===== src/hdl/qst_pkg.sv =====
package qst_pkg;

	// field widths and limits
	localparam int BYTE_W        = 8;
	localparam int LEN_W         = 20;
	localparam int MAX_RES       = 4;
	localparam int RES_IDX_W     = 2;
	localparam int LENGTH_LIMIT  = 1048576;
	localparam int QUEUE_DEPTH   = 4;
	localparam logic [LEN_W-1:0] MAX_LENGTH_RESET = 20'hFFFFF;

	// special characters
	localparam logic [7:0] CH_PCT   = 8'h25;
	localparam logic [7:0] CH_PLUS  = 8'h2B;
	localparam logic [7:0] CH_AMP   = 8'h26;
	localparam logic [7:0] CH_EQ    = 8'h3D;
	localparam logic [7:0] CH_SPACE = 8'h20;
	localparam logic [7:0] CH_NUL   = 8'h00;
	localparam logic [7:0] CH_0     = 8'h30;
	localparam logic [7:0] CH_9     = 8'h39;
	localparam logic [7:0] CH_UA    = 8'h41;
	localparam logic [7:0] CH_UF    = 8'h46;
	localparam logic [7:0] CH_LA    = 8'h61;
	localparam logic [7:0] CH_LF    = 8'h66;

	// result kinds
	typedef enum logic [1:0] {
		KIND_NAME  = 2'd0,
		KIND_VALUE = 2'd1,
		KIND_PAIR  = 2'd2,
		KIND_ERROR = 2'd3
	} kind_t;

	// parse phase, one-hot
	typedef enum logic [3:0] {
		PH_WAIT  = 4'b0001,
		PH_NAME  = 4'b0010,
		PH_VALUE = 4'b0100,
		PH_STOP  = 4'b1000
	} phase_t;

	// escape phase, one-hot
	typedef enum logic [2:0] {
		ESC_NONE  = 3'b001,
		ESC_PCT   = 3'b010,
		ESC_DIGIT = 3'b100
	} esc_t;

	// all results caused by one input word
	typedef struct packed {
		logic [MAX_RES-1:0][BYTE_W-1:0] bytes;
		logic [MAX_RES-1:0][1:0]        kinds;
		logic [RES_IDX_W-1:0]           last;
		logic                           eos;
	} bundle_t;

	function automatic logic is_hex(input logic [7:0] c);
		return ((c >= CH_0) && (c <= CH_9)) || ((c >= CH_UA) && (c <= CH_UF)) ||
			((c >= CH_LA) && (c <= CH_LF));
	endfunction

	// low nibble of '0'..'9' is the value; of 'a'..'f' / 'A'..'F' it is value - 9
	function automatic logic [3:0] hex_val(input logic [7:0] c);
		return (c <= CH_9) ? c[3:0] : (c[3:0] + 4'd9);
	endfunction

endpackage


===== src/hdl/qst_if.sv =====
interface qst_in_if;
	logic       valid;
	logic       ready;
	logic [7:0] in_byte;
	logic       end_of_string;

	modport source (output valid, output in_byte, output end_of_string, input ready);
	modport sink (input valid, input in_byte, input end_of_string, output ready);
endinterface

interface qst_out_if;
	logic       valid;
	logic       ready;
	logic [7:0] out_byte;
	logic [1:0] kind;
	logic       string_done;
	logic       last_of_run;

	modport source (output valid, output out_byte, output kind, output string_done,
		output last_of_run, input ready);
	modport sink (input valid, input out_byte, input kind, input string_done,
		input last_of_run, output ready);
endinterface


===== src/hdl/qst_front.sv =====
module qst_front #(
	parameter int LENGTH_LIMIT = qst_pkg::LENGTH_LIMIT
) (
	input  logic                      clk,
	input  logic                      arst_n,
	input  logic                      max_length_we,
	input  logic [qst_pkg::LEN_W-1:0] max_length_wdata,
	qst_in_if.sink                    raw,
	input  logic                      q_full,
	output logic                      push,
	output qst_pkg::bundle_t          push_data
);

	localparam int CW = $clog2(LENGTH_LIMIT);
	localparam logic [qst_pkg::LEN_W-1:0] LIM_MAX = qst_pkg::LEN_W'(LENGTH_LIMIT - 1);

	logic [qst_pkg::LEN_W-1:0] max_length_q;
	qst_pkg::phase_t           phase_q;
	qst_pkg::esc_t             esc_q;
	logic [7:0]                held_q;
	logic [CW-1:0]             count_q;

	qst_pkg::phase_t           ph_n;
	qst_pkg::esc_t             esc_n;
	logic [7:0]                held_n;
	logic [CW-1:0]             count_n;
	logic [2:0]                n_res;
	logic [qst_pkg::MAX_RES-1:0][7:0] rb;
	logic [qst_pkg::MAX_RES-1:0][1:0] rk;
	logic [qst_pkg::LEN_W-1:0] lim_full;
	logic [CW-1:0]             lim;
	logic                      accept;

	assign raw.ready = !q_full;
	assign accept    = raw.valid && raw.ready;

	// enforced length: min(max_length, LENGTH_LIMIT-1)
	assign lim_full = (max_length_q > LIM_MAX) ? LIM_MAX : max_length_q;
	assign lim      = lim_full[CW-1:0];

	// classify one word and list its results
	always_comb begin
		logic [7:0] b;
		logic       used;
		b       = raw.in_byte;
		used    = 1'b0;
		ph_n    = phase_q;
		esc_n   = esc_q;
		held_n  = held_q;
		count_n = count_q;
		n_res   = 3'd0;
		rb      = '0;
		rk      = '0;
		if (phase_q != qst_pkg::PH_STOP) begin
			if (count_q >= lim) begin
				rb[n_res[1:0]] = 8'h00; rk[n_res[1:0]] = qst_pkg::KIND_ERROR;
				n_res = n_res + 3'd1;
				ph_n   = qst_pkg::PH_STOP;
				esc_n  = qst_pkg::ESC_NONE;
				held_n = 8'h00;
			end else begin
				count_n = count_q + CW'(1);
				case (phase_q)
					qst_pkg::PH_WAIT: begin
						if (b == qst_pkg::CH_SPACE) begin
							ph_n = qst_pkg::PH_WAIT;
						end else if (b == qst_pkg::CH_EQ) begin
							rb[n_res[1:0]] = 8'h00; rk[n_res[1:0]] = qst_pkg::KIND_ERROR;
							n_res = n_res + 3'd1;
							ph_n = qst_pkg::PH_STOP;
						end else if (b == qst_pkg::CH_NUL) begin
							ph_n = qst_pkg::PH_STOP;
						end else begin
							rb[n_res[1:0]] = b; rk[n_res[1:0]] = qst_pkg::KIND_NAME;
							n_res = n_res + 3'd1;
							ph_n = qst_pkg::PH_NAME;
						end
					end
					qst_pkg::PH_NAME: begin
						if (b == qst_pkg::CH_SPACE) begin
							ph_n = qst_pkg::PH_NAME;
						end else if (b == qst_pkg::CH_EQ) begin
							ph_n = qst_pkg::PH_VALUE;
						end else if (b == qst_pkg::CH_NUL) begin
							rb[n_res[1:0]] = 8'h00; rk[n_res[1:0]] = qst_pkg::KIND_ERROR;
							n_res = n_res + 3'd1;
							ph_n = qst_pkg::PH_STOP;
						end else begin
							rb[n_res[1:0]] = b; rk[n_res[1:0]] = qst_pkg::KIND_NAME;
							n_res = n_res + 3'd1;
						end
					end
					qst_pkg::PH_VALUE: begin
						// pending escape first; a bad digit flushes it and falls through
						case (esc_q)
							qst_pkg::ESC_PCT: begin
								if (qst_pkg::is_hex(b)) begin
									held_n = b;
									esc_n  = qst_pkg::ESC_DIGIT;
									used   = 1'b1;
								end else begin
									rb[n_res[1:0]] = qst_pkg::CH_PCT;
									rk[n_res[1:0]] = qst_pkg::KIND_VALUE;
									n_res  = n_res + 3'd1;
									esc_n  = qst_pkg::ESC_NONE;
									held_n = 8'h00;
								end
							end
							qst_pkg::ESC_DIGIT: begin
								if (qst_pkg::is_hex(b)) begin
									rb[n_res[1:0]] = {qst_pkg::hex_val(held_q), qst_pkg::hex_val(b)};
									rk[n_res[1:0]] = qst_pkg::KIND_VALUE;
									n_res  = n_res + 3'd1;
									esc_n  = qst_pkg::ESC_NONE;
									held_n = 8'h00;
									used   = 1'b1;
								end else begin
									rb[n_res[1:0]] = qst_pkg::CH_PCT;
									rk[n_res[1:0]] = qst_pkg::KIND_VALUE;
									n_res = n_res + 3'd1;
									rb[n_res[1:0]] = held_q;
									rk[n_res[1:0]] = qst_pkg::KIND_VALUE;
									n_res  = n_res + 3'd1;
									esc_n  = qst_pkg::ESC_NONE;
									held_n = 8'h00;
								end
							end
							default: begin
								used = 1'b0;
							end
						endcase
						if (!used) begin
							if (b == qst_pkg::CH_AMP) begin
								rb[n_res[1:0]] = 8'h00; rk[n_res[1:0]] = qst_pkg::KIND_PAIR;
								n_res = n_res + 3'd1;
								ph_n = qst_pkg::PH_WAIT;
							end else if (b == qst_pkg::CH_NUL) begin
								rb[n_res[1:0]] = 8'h00; rk[n_res[1:0]] = qst_pkg::KIND_PAIR;
								n_res = n_res + 3'd1;
								ph_n = qst_pkg::PH_STOP;
							end else if (b == qst_pkg::CH_PCT) begin
								esc_n = qst_pkg::ESC_PCT;
							end else if (b == qst_pkg::CH_PLUS) begin
								rb[n_res[1:0]] = qst_pkg::CH_SPACE;
								rk[n_res[1:0]] = qst_pkg::KIND_VALUE;
								n_res = n_res + 3'd1;
							end else begin
								rb[n_res[1:0]] = b; rk[n_res[1:0]] = qst_pkg::KIND_VALUE;
								n_res = n_res + 3'd1;
							end
						end
					end
					default: begin
						ph_n = phase_q;
					end
				endcase
			end
		end
		// end of string: flush escape, close the pair, back to reset state
		if (raw.end_of_string) begin
			if (ph_n != qst_pkg::PH_STOP) begin
				if (esc_n == qst_pkg::ESC_PCT || esc_n == qst_pkg::ESC_DIGIT) begin
					rb[n_res[1:0]] = qst_pkg::CH_PCT; rk[n_res[1:0]] = qst_pkg::KIND_VALUE;
					n_res = n_res + 3'd1;
				end
				if (esc_n == qst_pkg::ESC_DIGIT) begin
					rb[n_res[1:0]] = held_n; rk[n_res[1:0]] = qst_pkg::KIND_VALUE;
					n_res = n_res + 3'd1;
				end
				rb[n_res[1:0]] = 8'h00; rk[n_res[1:0]] = qst_pkg::KIND_PAIR;
				n_res = n_res + 3'd1;
			end
			ph_n    = qst_pkg::PH_WAIT;
			esc_n   = qst_pkg::ESC_NONE;
			held_n  = 8'h00;
			count_n = '0;
		end
	end

	// word with results goes to the queue
	assign push            = accept && (n_res != 3'd0);
	assign push_data.bytes = rb;
	assign push_data.kinds = rk;
	assign push_data.last  = qst_pkg::RES_IDX_W'(n_res - 3'd1);
	assign push_data.eos   = raw.end_of_string;

	// length register
	always_ff @(posedge clk or negedge arst_n) begin
		if (!arst_n) begin
			max_length_q <= qst_pkg::MAX_LENGTH_RESET;
		end else if (max_length_we) begin
			max_length_q <= max_length_wdata;
		end
	end

	// parser state
	always_ff @(posedge clk or negedge arst_n) begin
		if (!arst_n) begin
			phase_q <= qst_pkg::PH_WAIT;
			esc_q   <= qst_pkg::ESC_NONE;
			held_q  <= 8'h00;
			count_q <= '0;
		end else if (accept) begin
			phase_q <= ph_n;
			esc_q   <= esc_n;
			held_q  <= held_n;
			count_q <= count_n;
		end
	end

	// a stopped string makes no results
	a_stop_silent: assert property (@(posedge clk) disable iff (!arst_n)
		(accept && phase_q == qst_pkg::PH_STOP) |-> !push)
		else $error("result from stopped string");

	// an escape is only pending inside a value
	a_esc_in_value: assert property (@(posedge clk) disable iff (!arst_n)
		(esc_q != qst_pkg::ESC_NONE) |-> (phase_q == qst_pkg::PH_VALUE))
		else $error("escape pending outside value");

endmodule


===== src/hdl/qst_fifo.sv =====
module qst_fifo #(
	parameter int DEPTH = qst_pkg::QUEUE_DEPTH
) (
	input  logic             clk,
	input  logic             arst_n,
	input  logic             push,
	input  qst_pkg::bundle_t push_data,
	output logic             full,
	input  logic             pop,
	output qst_pkg::bundle_t head,
	output logic             head_valid
);

	localparam int AW = (DEPTH > 1) ? $clog2(DEPTH) : 1;
	localparam int CW = $clog2(DEPTH + 1);

	qst_pkg::bundle_t mem_q [DEPTH];
	logic [AW-1:0]    wr_q;
	logic [AW-1:0]    rd_q;
	logic [CW-1:0]    cnt_q;

	assign full       = (cnt_q == CW'(DEPTH));
	assign head_valid = (cnt_q != '0);
	assign head       = mem_q[rd_q];

	// storage
	always_ff @(posedge clk) begin
		if (push) begin
			mem_q[wr_q] <= push_data;
		end
	end

	// pointers and fill count
	always_ff @(posedge clk or negedge arst_n) begin
		if (!arst_n) begin
			wr_q  <= '0;
			rd_q  <= '0;
			cnt_q <= '0;
		end else begin
			if (push) begin
				wr_q <= (wr_q == AW'(DEPTH - 1)) ? '0 : wr_q + AW'(1);
			end
			if (pop) begin
				rd_q <= (rd_q == AW'(DEPTH - 1)) ? '0 : rd_q + AW'(1);
			end
			case ({push, pop})
				2'b10:   cnt_q <= cnt_q + CW'(1);
				2'b01:   cnt_q <= cnt_q - CW'(1);
				default: cnt_q <= cnt_q;
			endcase
		end
	end

endmodule


===== src/hdl/qst_back.sv =====
module qst_back (
	input  logic             clk,
	input  logic             arst_n,
	input  qst_pkg::bundle_t head,
	input  logic             head_valid,
	output logic             pop,
	qst_out_if.source        tok
);

	logic [qst_pkg::RES_IDX_W-1:0] sub_q;
	logic                          take;

	// walk the results of the head word one per cycle while tok.ready is high
	assign tok.valid       = head_valid;
	assign tok.out_byte    = head.bytes[sub_q];
	assign tok.kind        = head.kinds[sub_q];
	assign tok.string_done = head.eos;
	assign tok.last_of_run = (sub_q == head.last);

	assign take = tok.valid && tok.ready;
	assign pop  = take && (sub_q == head.last);

	always_ff @(posedge clk or negedge arst_n) begin
		if (!arst_n) begin
			sub_q <= '0;
		end else if (pop) begin
			sub_q <= '0;
		end else if (take) begin
			sub_q <= sub_q + qst_pkg::RES_IDX_W'(1);
		end
	end

	// result index stays within the head word
	a_sub_bound: assert property (@(posedge clk) disable iff (!arst_n)
		head_valid |-> (sub_q <= head.last))
		else $error("result index past end of word");

	// each word starts at its first result
	a_sub_restart: assert property (@(posedge clk) disable iff (!arst_n)
		pop |=> (sub_q == '0))
		else $error("next word not started at first result");

endmodule


===== src/hdl/query_string_tokenizer.sv =====
// A taken word's results are registered into the queue and offered from its head.
// Throughput: one input byte per cycle while the result queue has room; results
// leave one per cycle while tok.ready is high, and a word leaves after its last result.
// Queue of QUEUE_DEPTH words between the parser and the result serializer.
// Reset (arst_n low): parser state, queue and serializer clear; max_length = 1048575.
module query_string_tokenizer #(
	parameter int LENGTH_LIMIT = qst_pkg::LENGTH_LIMIT,
	parameter int QUEUE_DEPTH  = qst_pkg::QUEUE_DEPTH
) (
	input  logic                      clk,
	input  logic                      arst_n,
	input  logic                      max_length_we,
	input  logic [qst_pkg::LEN_W-1:0] max_length_wdata,
	qst_in_if.sink                    raw,
	qst_out_if.source                 tok
);

	logic             push;
	logic             pop;
	logic             q_full;
	logic             head_valid;
	qst_pkg::bundle_t push_data;
	qst_pkg::bundle_t head;

	qst_front #(
		.LENGTH_LIMIT(LENGTH_LIMIT)
	) u_front (
		.clk              (clk),
		.arst_n           (arst_n),
		.max_length_we    (max_length_we),
		.max_length_wdata (max_length_wdata),
		.raw              (raw),
		.q_full           (q_full),
		.push             (push),
		.push_data        (push_data)
	);

	qst_fifo #(
		.DEPTH(QUEUE_DEPTH)
	) u_fifo (
		.clk        (clk),
		.arst_n     (arst_n),
		.push       (push),
		.push_data  (push_data),
		.full       (q_full),
		.pop        (pop),
		.head       (head),
		.head_valid (head_valid)
	);

	qst_back u_back (
		.clk        (clk),
		.arst_n     (arst_n),
		.head       (head),
		.head_valid (head_valid),
		.pop        (pop),
		.tok        (tok)
	);

endmodule

===== src/flat_wrapper.sv =====
// flat-port wrapper written by rule: the top's interface ports become plain ports
module query_string_tokenizer_flat 
#(
	parameter int LENGTH_LIMIT = qst_pkg::LENGTH_LIMIT,
	parameter int QUEUE_DEPTH  = qst_pkg::QUEUE_DEPTH
)
  (clk, arst_n, max_length_we, max_length_wdata, raw_valid, raw_in_byte, raw_end_of_string, raw_ready, tok_valid, tok_out_byte, tok_kind, tok_string_done, tok_last_of_run, tok_ready);
  qst_in_if raw_i ();
  qst_out_if tok_i ();
  input  logic clk;
  input  logic arst_n;
  input  logic max_length_we;
  input  logic [qst_pkg::LEN_W-1:0] max_length_wdata;
  input wire logic [$bits(raw_i.valid)-1:0] raw_valid;
  input wire logic [$bits(raw_i.in_byte)-1:0] raw_in_byte;
  input wire logic [$bits(raw_i.end_of_string)-1:0] raw_end_of_string;
  output wire logic [$bits(raw_i.ready)-1:0] raw_ready;
  output wire logic [$bits(tok_i.valid)-1:0] tok_valid;
  output wire logic [$bits(tok_i.out_byte)-1:0] tok_out_byte;
  output wire logic [$bits(tok_i.kind)-1:0] tok_kind;
  output wire logic [$bits(tok_i.string_done)-1:0] tok_string_done;
  output wire logic [$bits(tok_i.last_of_run)-1:0] tok_last_of_run;
  input wire logic [$bits(tok_i.ready)-1:0] tok_ready;
  assign raw_i.valid = raw_valid;
  assign raw_i.in_byte = raw_in_byte;
  assign raw_i.end_of_string = raw_end_of_string;
  assign raw_ready = raw_i.ready;
  assign tok_valid = tok_i.valid;
  assign tok_out_byte = tok_i.out_byte;
  assign tok_kind = tok_i.kind;
  assign tok_string_done = tok_i.string_done;
  assign tok_last_of_run = tok_i.last_of_run;
  assign tok_i.ready = tok_ready;
  query_string_tokenizer #(.LENGTH_LIMIT(LENGTH_LIMIT), .QUEUE_DEPTH(QUEUE_DEPTH)) u_core (.clk(clk), .arst_n(arst_n), .max_length_we(max_length_we), .max_length_wdata(max_length_wdata), .raw(raw_i), .tok(tok_i));
endmodule

===== config.mk =====
export PLATFORM = sky130hd
export DESIGN_NAME = query_string_tokenizer_flat
export DESIGN_NICKNAME = d
export VERILOG_FILES = /design/src/hdl/qst_pkg.sv /design/src/hdl/qst_if.sv /design/src/hdl/qst_front.sv /design/src/hdl/qst_fifo.sv /design/src/hdl/qst_back.sv /design/src/hdl/query_string_tokenizer.sv /design/src/flat_wrapper.sv
export SDC_FILE = /design/constraint.sdc
export NUM_CORES = 1
export LEC_CHECK = 0
export ABC_AREA = 0
export BUFFER_PORTS_ARGS = -buffer_cell sky130_fd_sc_hd__buf_2
export CORE_MARGIN = 2
export CORE_UTILIZATION = 45
export DETAILED_ROUTE_END_ITERATION = 6
export SYNTH_ARGS = -nofsm -noshare
export SYNTH_HDL_FRONTEND = slang
export SYNTH_SLANG_ARGS = --single-unit

===== constraint.sdc =====
create_clock -name clk -period 6.9 [get_ports clk]
set_clock_uncertainty 0.1 [all_clocks]
set_input_delay 1.38 -clock clk [delete_from_list [all_inputs] [get_ports clk]]
set_output_delay 1.38 -clock clk [all_outputs]
set_load 0.03 [all_outputs]

==> impl_results.md, run 1 <==
- Unique masters post-synth: 89
- Post-synthesis mux area share: about 10%
- M1 GR Usage: a little under a third
- Post-CTS setup buffer count: 0
- Fin crit period: 6340 ps
- Total CTS buffers: 25
- Crit Path Max Fanout: 6
- Largest family of logic cells by synthesized area: compound AO/OA/AOI/OAI gates
- P_leak: approximately 0.0052 uW
- Synthesis Warnings: 0
- Origin of the critical flop-to-flop path: u_core.u_front.max_length_q[2]
- I/O pin total: 48
- HP Class: flip-flop to flip-flop
- XOR/XNOR Fraction of Synth Area: 1.76%
- CTS resizes: 0
- Post-CTS Hold Buffers: 0
- Routed wire per std cell: between 20 and 25 um
- Synthesized instance count: 1,001
- Hpwl dp: 21.6 mm
- Final Hold Violating Endpoints: 0
- Simple-Gate Fraction of Synth Area: 12.3%
- DRC: 6
- Post-DRT Antenna Nets: 0
- Average via count per standard cell: 5.89
- CP startpoint kind: input port
- Initial DRT Pass Iterations: 7
- Clk_lat worst skew: 520 ps
- Remaining Overflow, GRT: 0
- CP max stage delay: around 450 ps
- #FFs+latches synth: roughly 240
- Mapped cell area: roughly 12,000 um^2
- Critical-path top delay cell: or3_1
- Pre-CTS setup slack: 96.7 ps
- GRT Total Usage: 21.6%
- GPL Wtd Cong: 0.934
- GR Layer Usage met2: 33.8%
- Via count: 8,351
- Max cap viols: 0
- Chip width: 170 um
- Max VDD drop: 0.204 mV
- Setup ws final: 563 ps
- Synthesized-area fraction occupied by adder cells: 4.92%
- Layout Area Growth over Synthesis: 12.1%
- Complex-gate fraction of the synthesized area: 12.8%
- GRT busiest layer: met2
- Final WL: 30.3 mm
- Num rows: 60
- Port bufs: 47
- Power per cell area: 336 nW/um^2
- Start point of the worst hold path: u_core.u_fifo.cnt_q[2]
- Vias in the first global route: between 8k and 9k
- Setup TNS Final: 0 ps
- # clock sinks: between 200 and 250
- N_diodes: 0
- Initial antenna violation count: 0
- Die ar.: 28,800 um^2
- Most common cell on crit path: ha_1
- Layout cells sized above 1: 20.4%
- Post-route clock period utilization: around nine tenths
- Ys flop type: edfxtp_1
- Arrival @ worst endpoint: about 6700 ps
- Max Freq: 0.158 GHz
- Die Y: around 170 um
- Starting density of the core: a little under half
- Crit. End Element: flip-flop
- EDFF count, synth: 172
- Mean post-synth cell area: 12.4 um^2
- Post-synthesis sequential area ratio: 54.9%
- Failing checks: design-rule violations
- Slew HR: approximately 27%
- H-tree level count: 1
- Setup crit start: raw_in_byte[0]
- Routing usage on met3: 3.24%
- Setup violators final: 0
- First-pass GRT wire length: 47.8 mm
- # fillers: around 2.3k
- Slew @ Worst Pin: 1090 ps
- Core ar.: 27,000 um^2
- Clock slew at reported path FFs: 60 ps
- Final Core Density: 51.4%
- Critical path type: input port to flip-flop
- Syn Nets: 1,083
- Clock root buffer: clkbuf_16
- Largest net degree at the start of global routing: 65
- Share of synthesized registers carrying an async set or reset: a little over a quarter
- Status: finished with violations
- TritonCTS clock tree: yes
- CP Data Required Time: just over 7000 ps
- DR iter-0 viols: 776
- Total Nets Final: 1,139
- RSZ-0062 raised after global routing: no
- Slew Limit Fails: 0
- CTS Buffer Depth: 3
- Worst R2R Setup Slack: 1320 ps
==> routing by layer <==
layer / vias to the layer above / part of all wire, %
li1: 3919 / -
met1: 4090 / 46
met2: 296 / 45
met3: 46 / 6.2
met4: 0 / 2.6
met5: - / 0
==> report_power, final <==
part | switching, uW | internal [uW] | total [uW]
combinational | 781 | 658 | 1440
clock | 522 | 681 | 1200
sequential | 212 | 1810 | 2020
==> per-stage QoR <==
step	total power [uW]	std cells	hold slack [ps]	instance area, um^2
floorplan	3050	1001	356	12400
global placement	3490	1371	384	13100
detailed placement	3510	1371	380	13100
CTS	4720	1417	388	13900
global route	4930	1417	413	13900
finish	4670	1417	390	13900
==> cells in the final DEF (no fill, tap or decap), drive strengths merged, types with 11 or more instances in the layout <==
cell type	count
buf	77
a32oi	11
dfstp	22
nand2	108
nor2	73
nor3	11
dfrtp	42
clkbuf	35
xor2	16
inv	53
o21ai	76
edfxtp	172
mux4	53
and2	16
a21oi	38
ha	47
nand3	25
and3	15
==> cell families after synthesis <==
group	count (synthesis)
buf+inv	99
flops	236
simple gates	304
fa+ha+maj	48
xor+xnor	24
compound gates	232
mux	58
==> cells in the mapped netlist (22+ instances only) <==
master    count  area [um^2]
edfxtp_1    172         5160
nand2_1     108          405
o21ai_0      75          375
nor2_1       72          270
mux4_2       53         1190
inv_1        50          188
ha_1         47          588
dfrtp_1      42         1050
a21oi_1      38          190
clkbuf_1     32          120
nand3_1      25          125
dfstp_2      22          578
==> state kept, by name, indices dropped and copies added (netlist names) <==
register                     flops
u_core.u_fifo.mem_q            172
u_core.u_back.sub_q              2
u_core.u_fifo.rd_q               2
u_core.u_front.count_q          20
u_core.u_front.esc_q             3
u_core.u_fifo.wr_q               2
u_core.u_front.held_q            8
u_core.u_front.max_length_q     20
u_core.u_fifo.cnt_q              3
u_core.u_front.phase_q           4
==> worst paths after layout <==
kind	to	cells after the start
setup / recovery	u_core.u_fifo.cnt_q[2]	29
hold / removal	u_core.u_fifo.cnt_q[2]	1
setup reg to reg	u_core.u_fifo.cnt_q[2]	28
hold reg to reg	u_core.u_fifo.cnt_q[2]	1
max in group asynchronous	u_core.u_fifo.rd_q[1]	2
min in group asynchronous	u_core.u_front.count_q[14]	2
==> worst max-delay path: cells and delay by family <==
family / cells / cell delay [ps]
and+or+nand+nor: 7 / 1420
xor gates and xnor gates: 2 / 300
AOI/OAI and AO/OA: 6 / 860
muxes: 1 / 200
adders and majority gates: 8 / 2060
buffers and inverters: 5 / 460
==> layout make-up <==
type / count / area, um^2 / share of cell area (%)
clock buffers: 35 / 673 / 4.85
clock inverters: 11 / 56.3 / 0.406
multi-input cells: 666 / 5190 / 37.4
flip-flops and latches: 236 / 6800 / 49.0
repair buffers: 77 / 536 / 3.86
well taps: 341 / 427 / 3.08
inverters: 51 / 191 / 1.38
Power figures use the tool's default switching activity.
==> run 2, diff against run 1 <==
Settings changed: PLACE_DENSITY set to 0.69.
Clock period 6.9 ns to 7.6 ns, I/O delays scaled along.
==> impl_results.md, run 2 (synthesis gave the netlist of run 1 again) <==
- Most common cell after layout, fill and taps aside: edfxtp_1
- Starting density of the core: 45.9%
- Setup violators final: 0
- Finished Cell Area: 13,800 um^2
- CP Data Required Time: 7960 ps
- Layout cells sized above 1: between 10% and 20%
- CTS resizes: 0
- Largest regs: u_core.u_fifo.mem_q x172, u_core.u_front.count_q x20, u_core.u_front.max_length_q x20
- Vias in the first global route: 8,382
- Top reg by flops: u_core.u_fifo.mem_q
- Remaining Overflow, GRT: 0
- Final Hold Violating Endpoints: 0
- Crit Path Max Fanout: 11
- Via count: about 8.5k
- Num rows: 60
- # fillers: 2,277
- Setup TNS Final: 0 ps
- Slew Limit Fails: 0
- N_diodes: 0
- Status: finished clean
- Clk_lat worst skew: 530 ps
- Slew HR: 25.0%
- Clock slew at reported path FFs: ~60 ps
- Pre-CTS setup slack: 297 ps
- Post-CTS setup buffer count: 0
- Crit. End Element: flip-flop
- GPL Wtd Cong: 0.985
- DR iter-0 viols: 905
- Sw frac: between 30% and 40%
- CP max stage delay: 650 ps
- Logic pwr share: roughly 30%
- Worst Hold End: u_core.u_fifo.cnt_q[0]
- Fin crit period: 6810 ps
- Post-DRT Antenna Nets: 0
- # clock sinks: between 200 and 250
- Post-route clock period utilization: 89.7%
- Area after DPL: 13,000 um^2
- Initial DRT Pass Iterations: 5
- Hpwl dp: between 20 and 25 mm
- Arrival @ worst endpoint: 7170 ps
- Slew @ Worst Pin: about 1100 ps
- DRC: 0
- Max reg flops: between 150 and 200
- P_leak: 0.00513 uW
- RSZ-0062 raised after global routing: no
- Critical path type: input port to flip-flop
- Initial antenna violation count: 0
- Worst Reg-to-Reg Cells: 29
- Post-CTS Hold Buffers: 0
- Sequential power share: 42.9%
- Max Freq: 0.147 GHz
- Port bufs: 47
- TritonCTS clock tree: yes
- Critical-path top delay cell: a211oi_1
- Largest net degree at the start of global routing: 65
- CTS Buffer Depth: 3
- Total Nets Final: roughly 1.1k
- Power per cell area: slightly above 300 nW/um^2
- Origin of the critical flop-to-flop path: u_core.u_front.max_length_q[18]
- Clock root buffer: clkbuf_16
- First-pass GRT wire length: 47.8 mm
- Routed wire per std cell: ~22 um
- Start point of the worst hold path: u_core.u_fifo.cnt_q[0]
- H-tree level count: 1
- Setup ws final: between 700 and 800 ps
- Max cap viols: 0
- HP Class: flip-flop to flip-flop
- Core ar.: 27,000 um^2
- Layout Area Growth over Synthesis: 11.6%
- Final WL: 30.3 mm
- Worst flop-to-flop path endpoint: u_core.u_fifo.cnt_q[2]
- Most frequent cells in the layout: edfxtp_1 (172), nand2_1 (108), o21ai_0 (75)
- Hold depth: 1
- CP startpoint kind: input port
- Switch Pwr: 1400 uW
- Clock power share: between 20% and 30%
- Average via count per standard cell: 6.06
- Die ar.: 28,800 um^2
- Max VDD drop: 0.193 mV
- GRT Total Usage: 21.5%
- WHS: about 400 ps
- I/O pin total: 48
- Final Core Density: 51.2%
- Chip width: 170 um
- Most common cell on crit path: ha_1
- Total CTS buffers: 26
- Worst R2R Setup Slack: approximately 1800 ps
- Die Y: 170 um
- Int Pwr: 2900 uW
## run 2: how the worst max path moves through the flow
stage,from,end
finish,raw_in_byte[0],u_core.u_fifo.cnt_q[2]
global route,raw_in_byte[0],u_core.u_fifo.cnt_q[2]
CTS,raw_in_byte[0],u_core.u_fifo.cnt_q[2]
detailed placement,raw_in_byte[0],u_core.u_fifo.cnt_q[2]
global placement,raw_in_byte[0],u_core.u_fifo.cnt_q[2]
floorplan,raw_in_byte[0],u_core.u_fifo.mem_q[3][0]
## run 2: final cells by class
type                    instances  area (um^2)  area share, %
well taps                     341          427           3.09
multi-input cells             666         5190           37.6
flip-flops and latches        236         6800           49.3
clock inverters                15          114          0.825
clock buffers                  32          694           5.03
repair buffers                 61          390           2.83
inverters                      51          191           1.39
## run 2: critical path, delay by kind of cell
| family | cells | cell delay, ps |
|---|---|---|
| adder cells (fa/ha/maj) | 8 | 2020 |
| buffers and inverters | 5 | 540 |
| AO/OA/AOI/OAI | 7 | 1570 |
| multiplexers | 1 | 200 |
| AND/OR/NAND/NOR | 7 | 1020 |
| XOR/XNOR | 2 | 300 |
## run 2: stage by stage
| stage | instances | power, uW |
|---|---|---|
| after floorplan | 1001 | 2770 |
| after global placement | 1355 | 3130 |
| after detailed placement | 1355 | 3160 |
| after CTS | 1402 | 4360 |
| after global routing | 1402 | 4520 |
| final | 1402 | 4300 |
## run 2: layer usage
| metal | routed length, um | vias up | GRT usage [%] |
|---|---|---|---|
| met4 | 842 | 0 | 6.61 |
| li1 | - | 3896 | - |
| met1 | 13600 | 4180 | 31.0 |
| met2 | 13700 | 351 | 33.6 |
| met5 | 0 | - | 0 |
| met3 | 2200 | 64 | 3.50 |
## run 2: power by group through the flow
stage	Sequential, uW	Combinational (uW)	Clock (uW)
floorplan	1730	1050	0
global placement	1870	1260	0
detailed placement	1880	1280	0
CTS	1850	1290	1220
global route	1880	1380	1260
finish	1850	1270	1180
==> run 3, diff against run 2 <==
--- a/config.mk
+++ b/config.mk
@@ -10,4 +10,5 @@
 export CORE_MARGIN = 2
 export CORE_UTILIZATION = 45
+export CTS_BUF_LIST = sky130_fd_sc_hd__clkbuf_8
 export DETAILED_ROUTE_END_ITERATION = 6
 export PLACE_DENSITY = 0.69
==> constraint.sdc (replaced) <==
create_clock -name clk -period 7.6 [get_ports clk]
set_clock_uncertainty 0.1 [all_clocks]
set_input_delay 0.38 -clock clk [delete_from_list [all_inputs] [get_ports clk]]
set_output_delay 0.38 -clock clk [all_outputs]
set_load 0.03 [all_outputs]
==> impl_results.md, run 3 (synthesis gave the netlist of run 1 again) <==
- Status: finished clean
- Most common cell after layout, fill and taps aside: edfxtp_1
- Worst Reg-to-Reg Cells: 22
- Post-DRT Antenna Nets: 0
- Slew @ Worst Pin: between 1000 and 1500 ps
- Crit Path Max Fanout: 22
- Post-CTS setup buffer count: 0
- GRT Total Usage: 21.9%
- Port bufs: 47
- Crit. End Element: flip-flop
- WHS: 97.6 ps
- Largest net degree at the start of global routing: 65
- Fin crit period: 6360 ps
- Clk_lat worst skew: 550 ps
- Dpl cells: 1,357
- CTS resizes: 0
- Chip width: 170 um
- CP startpoint kind: flip-flop
- Routed wire per std cell: 21.3 um
- Power per cell area: 299 nW/um^2
- CP Data Required Time: ~7700 ps
- Initial DRT Pass Iterations: 7
- DR iter-0 viols: 854
- Worst flop-to-flop path endpoint: u_core.u_fifo.mem_q[3][32]
- Most frequent cells in the layout: edfxtp_1 (172), nand2_1 (108), o21ai_0 (75)
- Setup violators final: 0
- Average via count per standard cell: between 5 and 6
- Clock root buffer: clkbuf_8
- Top reg by flops: u_core.u_fifo.mem_q
- H-tree level count: 2
- Final WL: about 31 mm
- Layout cells sized above 1: 20.5%
- Worst Hold End: u_core.u_back.sub_q[0]
- HP Class: input port to flip-flop
- Die Y: ~170 um
- Initial antenna violation count: 0
- Final Hold Violating Endpoints: 0
- Die ar.: 28,800 um^2
- Arrival @ worst endpoint: ~6500 ps
- # clock sinks: around 240
- Max reg flops: 172
- Starting density of the core: between 40% and 50%
- Post-route clock period utilization: 83.6%
- Total Nets Final: between 1k and 1.5k
- TritonCTS clock tree: yes
- Setup TNS Final: 0 ps
- Slew HR: 26.4%
- Largest regs: u_core.u_fifo.mem_q x172, u_core.u_front.count_q x20, u_core.u_front.max_length_q x20
- Num rows: 60
- Total power: 4160 uW
- Hold depth: 3
- Finished Cell Area: 13,900 um^2
- CTS Buffer Depth: 3
- Max VDD drop: 0.157 mV
- Critical path type: flip-flop to flip-flop
- DRC: 0
- P_leak: 0.00521 uW
- Total CTS buffers: 39
- RSZ-0062 raised after global routing: no
- Start point of the worst hold path: tok_ready
- GPL Wtd Cong: between 0.9 and 1
- Worst R2R Setup Slack: 1240 ps
- Remaining Overflow, GRT: 0
- I/O pin total: 48
- Final std cells w/o fill: 1,446
- Hpwl dp: 21.5 mm
- Layout Area Growth over Synthesis: 12.2%
- Via count: 8,662
- First-pass GRT wire length: 49.0 mm
- Area after DPL: 13,000 um^2
- Clock slew at reported path FFs: 60 ps
- Max cap viols: 0
- N_diodes: 0
- Max Freq: approximately 0.16 GHz
- Origin of the critical flop-to-flop path: u_core.u_front.max_length_q[2]
- Slew Limit Fails: 0
- Vias in the first global route: 8,504
- Core ar.: 27,000 um^2
## run 3: cell types whose count changed in the layout (fill, tap and decap cells not counted), sizes merged
cell,delta
dlygate4sd3,+21
clkbuf,+7
clkinv,+7
inv,+7
buf,+2
## run 3: through the flow
| stage | util [%] | setup WS [ps] |
|---|---|---|
| floorplan | - | 1440 |
| global placement | 48.1 | 1330 |
| detailed placement | 48.1 | 1160 |
| CTS | 51.5 | 1250 |
| global route | 51.5 | 808 |
| finish | 51.5 | 1240 |
## run 3: layout make-up
cell class | instances | area (um^2)
clock buffer | 39 | 537
clock inverter | 29 | 178
fill | 2335 | 13100
inverter | 51 | 191
multi-input combinational | 666 | 5190
sequential | 236 | 6800
tap | 341 | 427
timing repair buffer | 84 | 566
## run 3: worst max path at each step
stage / startpoint / end / cells after the start
finish: u_core.u_front.max_length_q[2] / u_core.u_fifo.mem_q[3][32] / 22
global route: u_core.u_front.max_length_q[2] / u_core.u_fifo.mem_q[3][32] / 22
CTS: u_core.u_front.max_length_q[18] / u_core.u_fifo.mem_q[3][32] / 22
detailed placement: raw_in_byte[0] / u_core.u_fifo.mem_q[3][1] / 25
global placement: raw_in_byte[0] / u_core.u_fifo.mem_q[3][1] / 25
floorplan: raw_in_byte[0] / u_core.u_fifo.mem_q[3][0] / 25
## run 3: what timing repair did
item,4_1_cts,5_1_grt
hold buffers,21,0
hold endpoints to repair,62,0
endpoints found under the setup margin,0,0
## run 3: critical path, cell delays in order, from the launching register on
cell,delay [ps]
dfstp_2,520
inv_1,40
ha_1,300
a211oi_1,190
o21ai_0,120
a21oi_1,260
o2111ai_1,540
a21oi_1,540
inv_1,210
ha_1,310
o21ai_0,180
nand2_1,180
inv_1,60
ha_1,290
a21o_1,180
ha_1,290
nor2_1,100
a21oi_1,50
ha_1,190
and3b_2,200
a31oi_4,230
and2_2,600
buf_4,320
## run 3: layer usage
layer / global-route usage (%) / up-vias / part of all wire [%]
met2: 34.7 / 342 / 46
met5: 0 / - / 0
met4: 7.17 / 0 / 3.0
li1: - / 3974 / -
met1: 31.3 / 4278 / 44
met3: 3.36 / 68 / 6.7
## run 3: power breakdown
part / switching (uW) / leakage [uW] / internal, uW / total (uW)
combinational: 719 / 0.00243 / 573 / 1290
sequential: 181 / 0.00239 / 1650 / 1830
clock: 512 / 0.000387 / 524 / 1040
total: 1410 / 0.00521 / 2750 / 4160
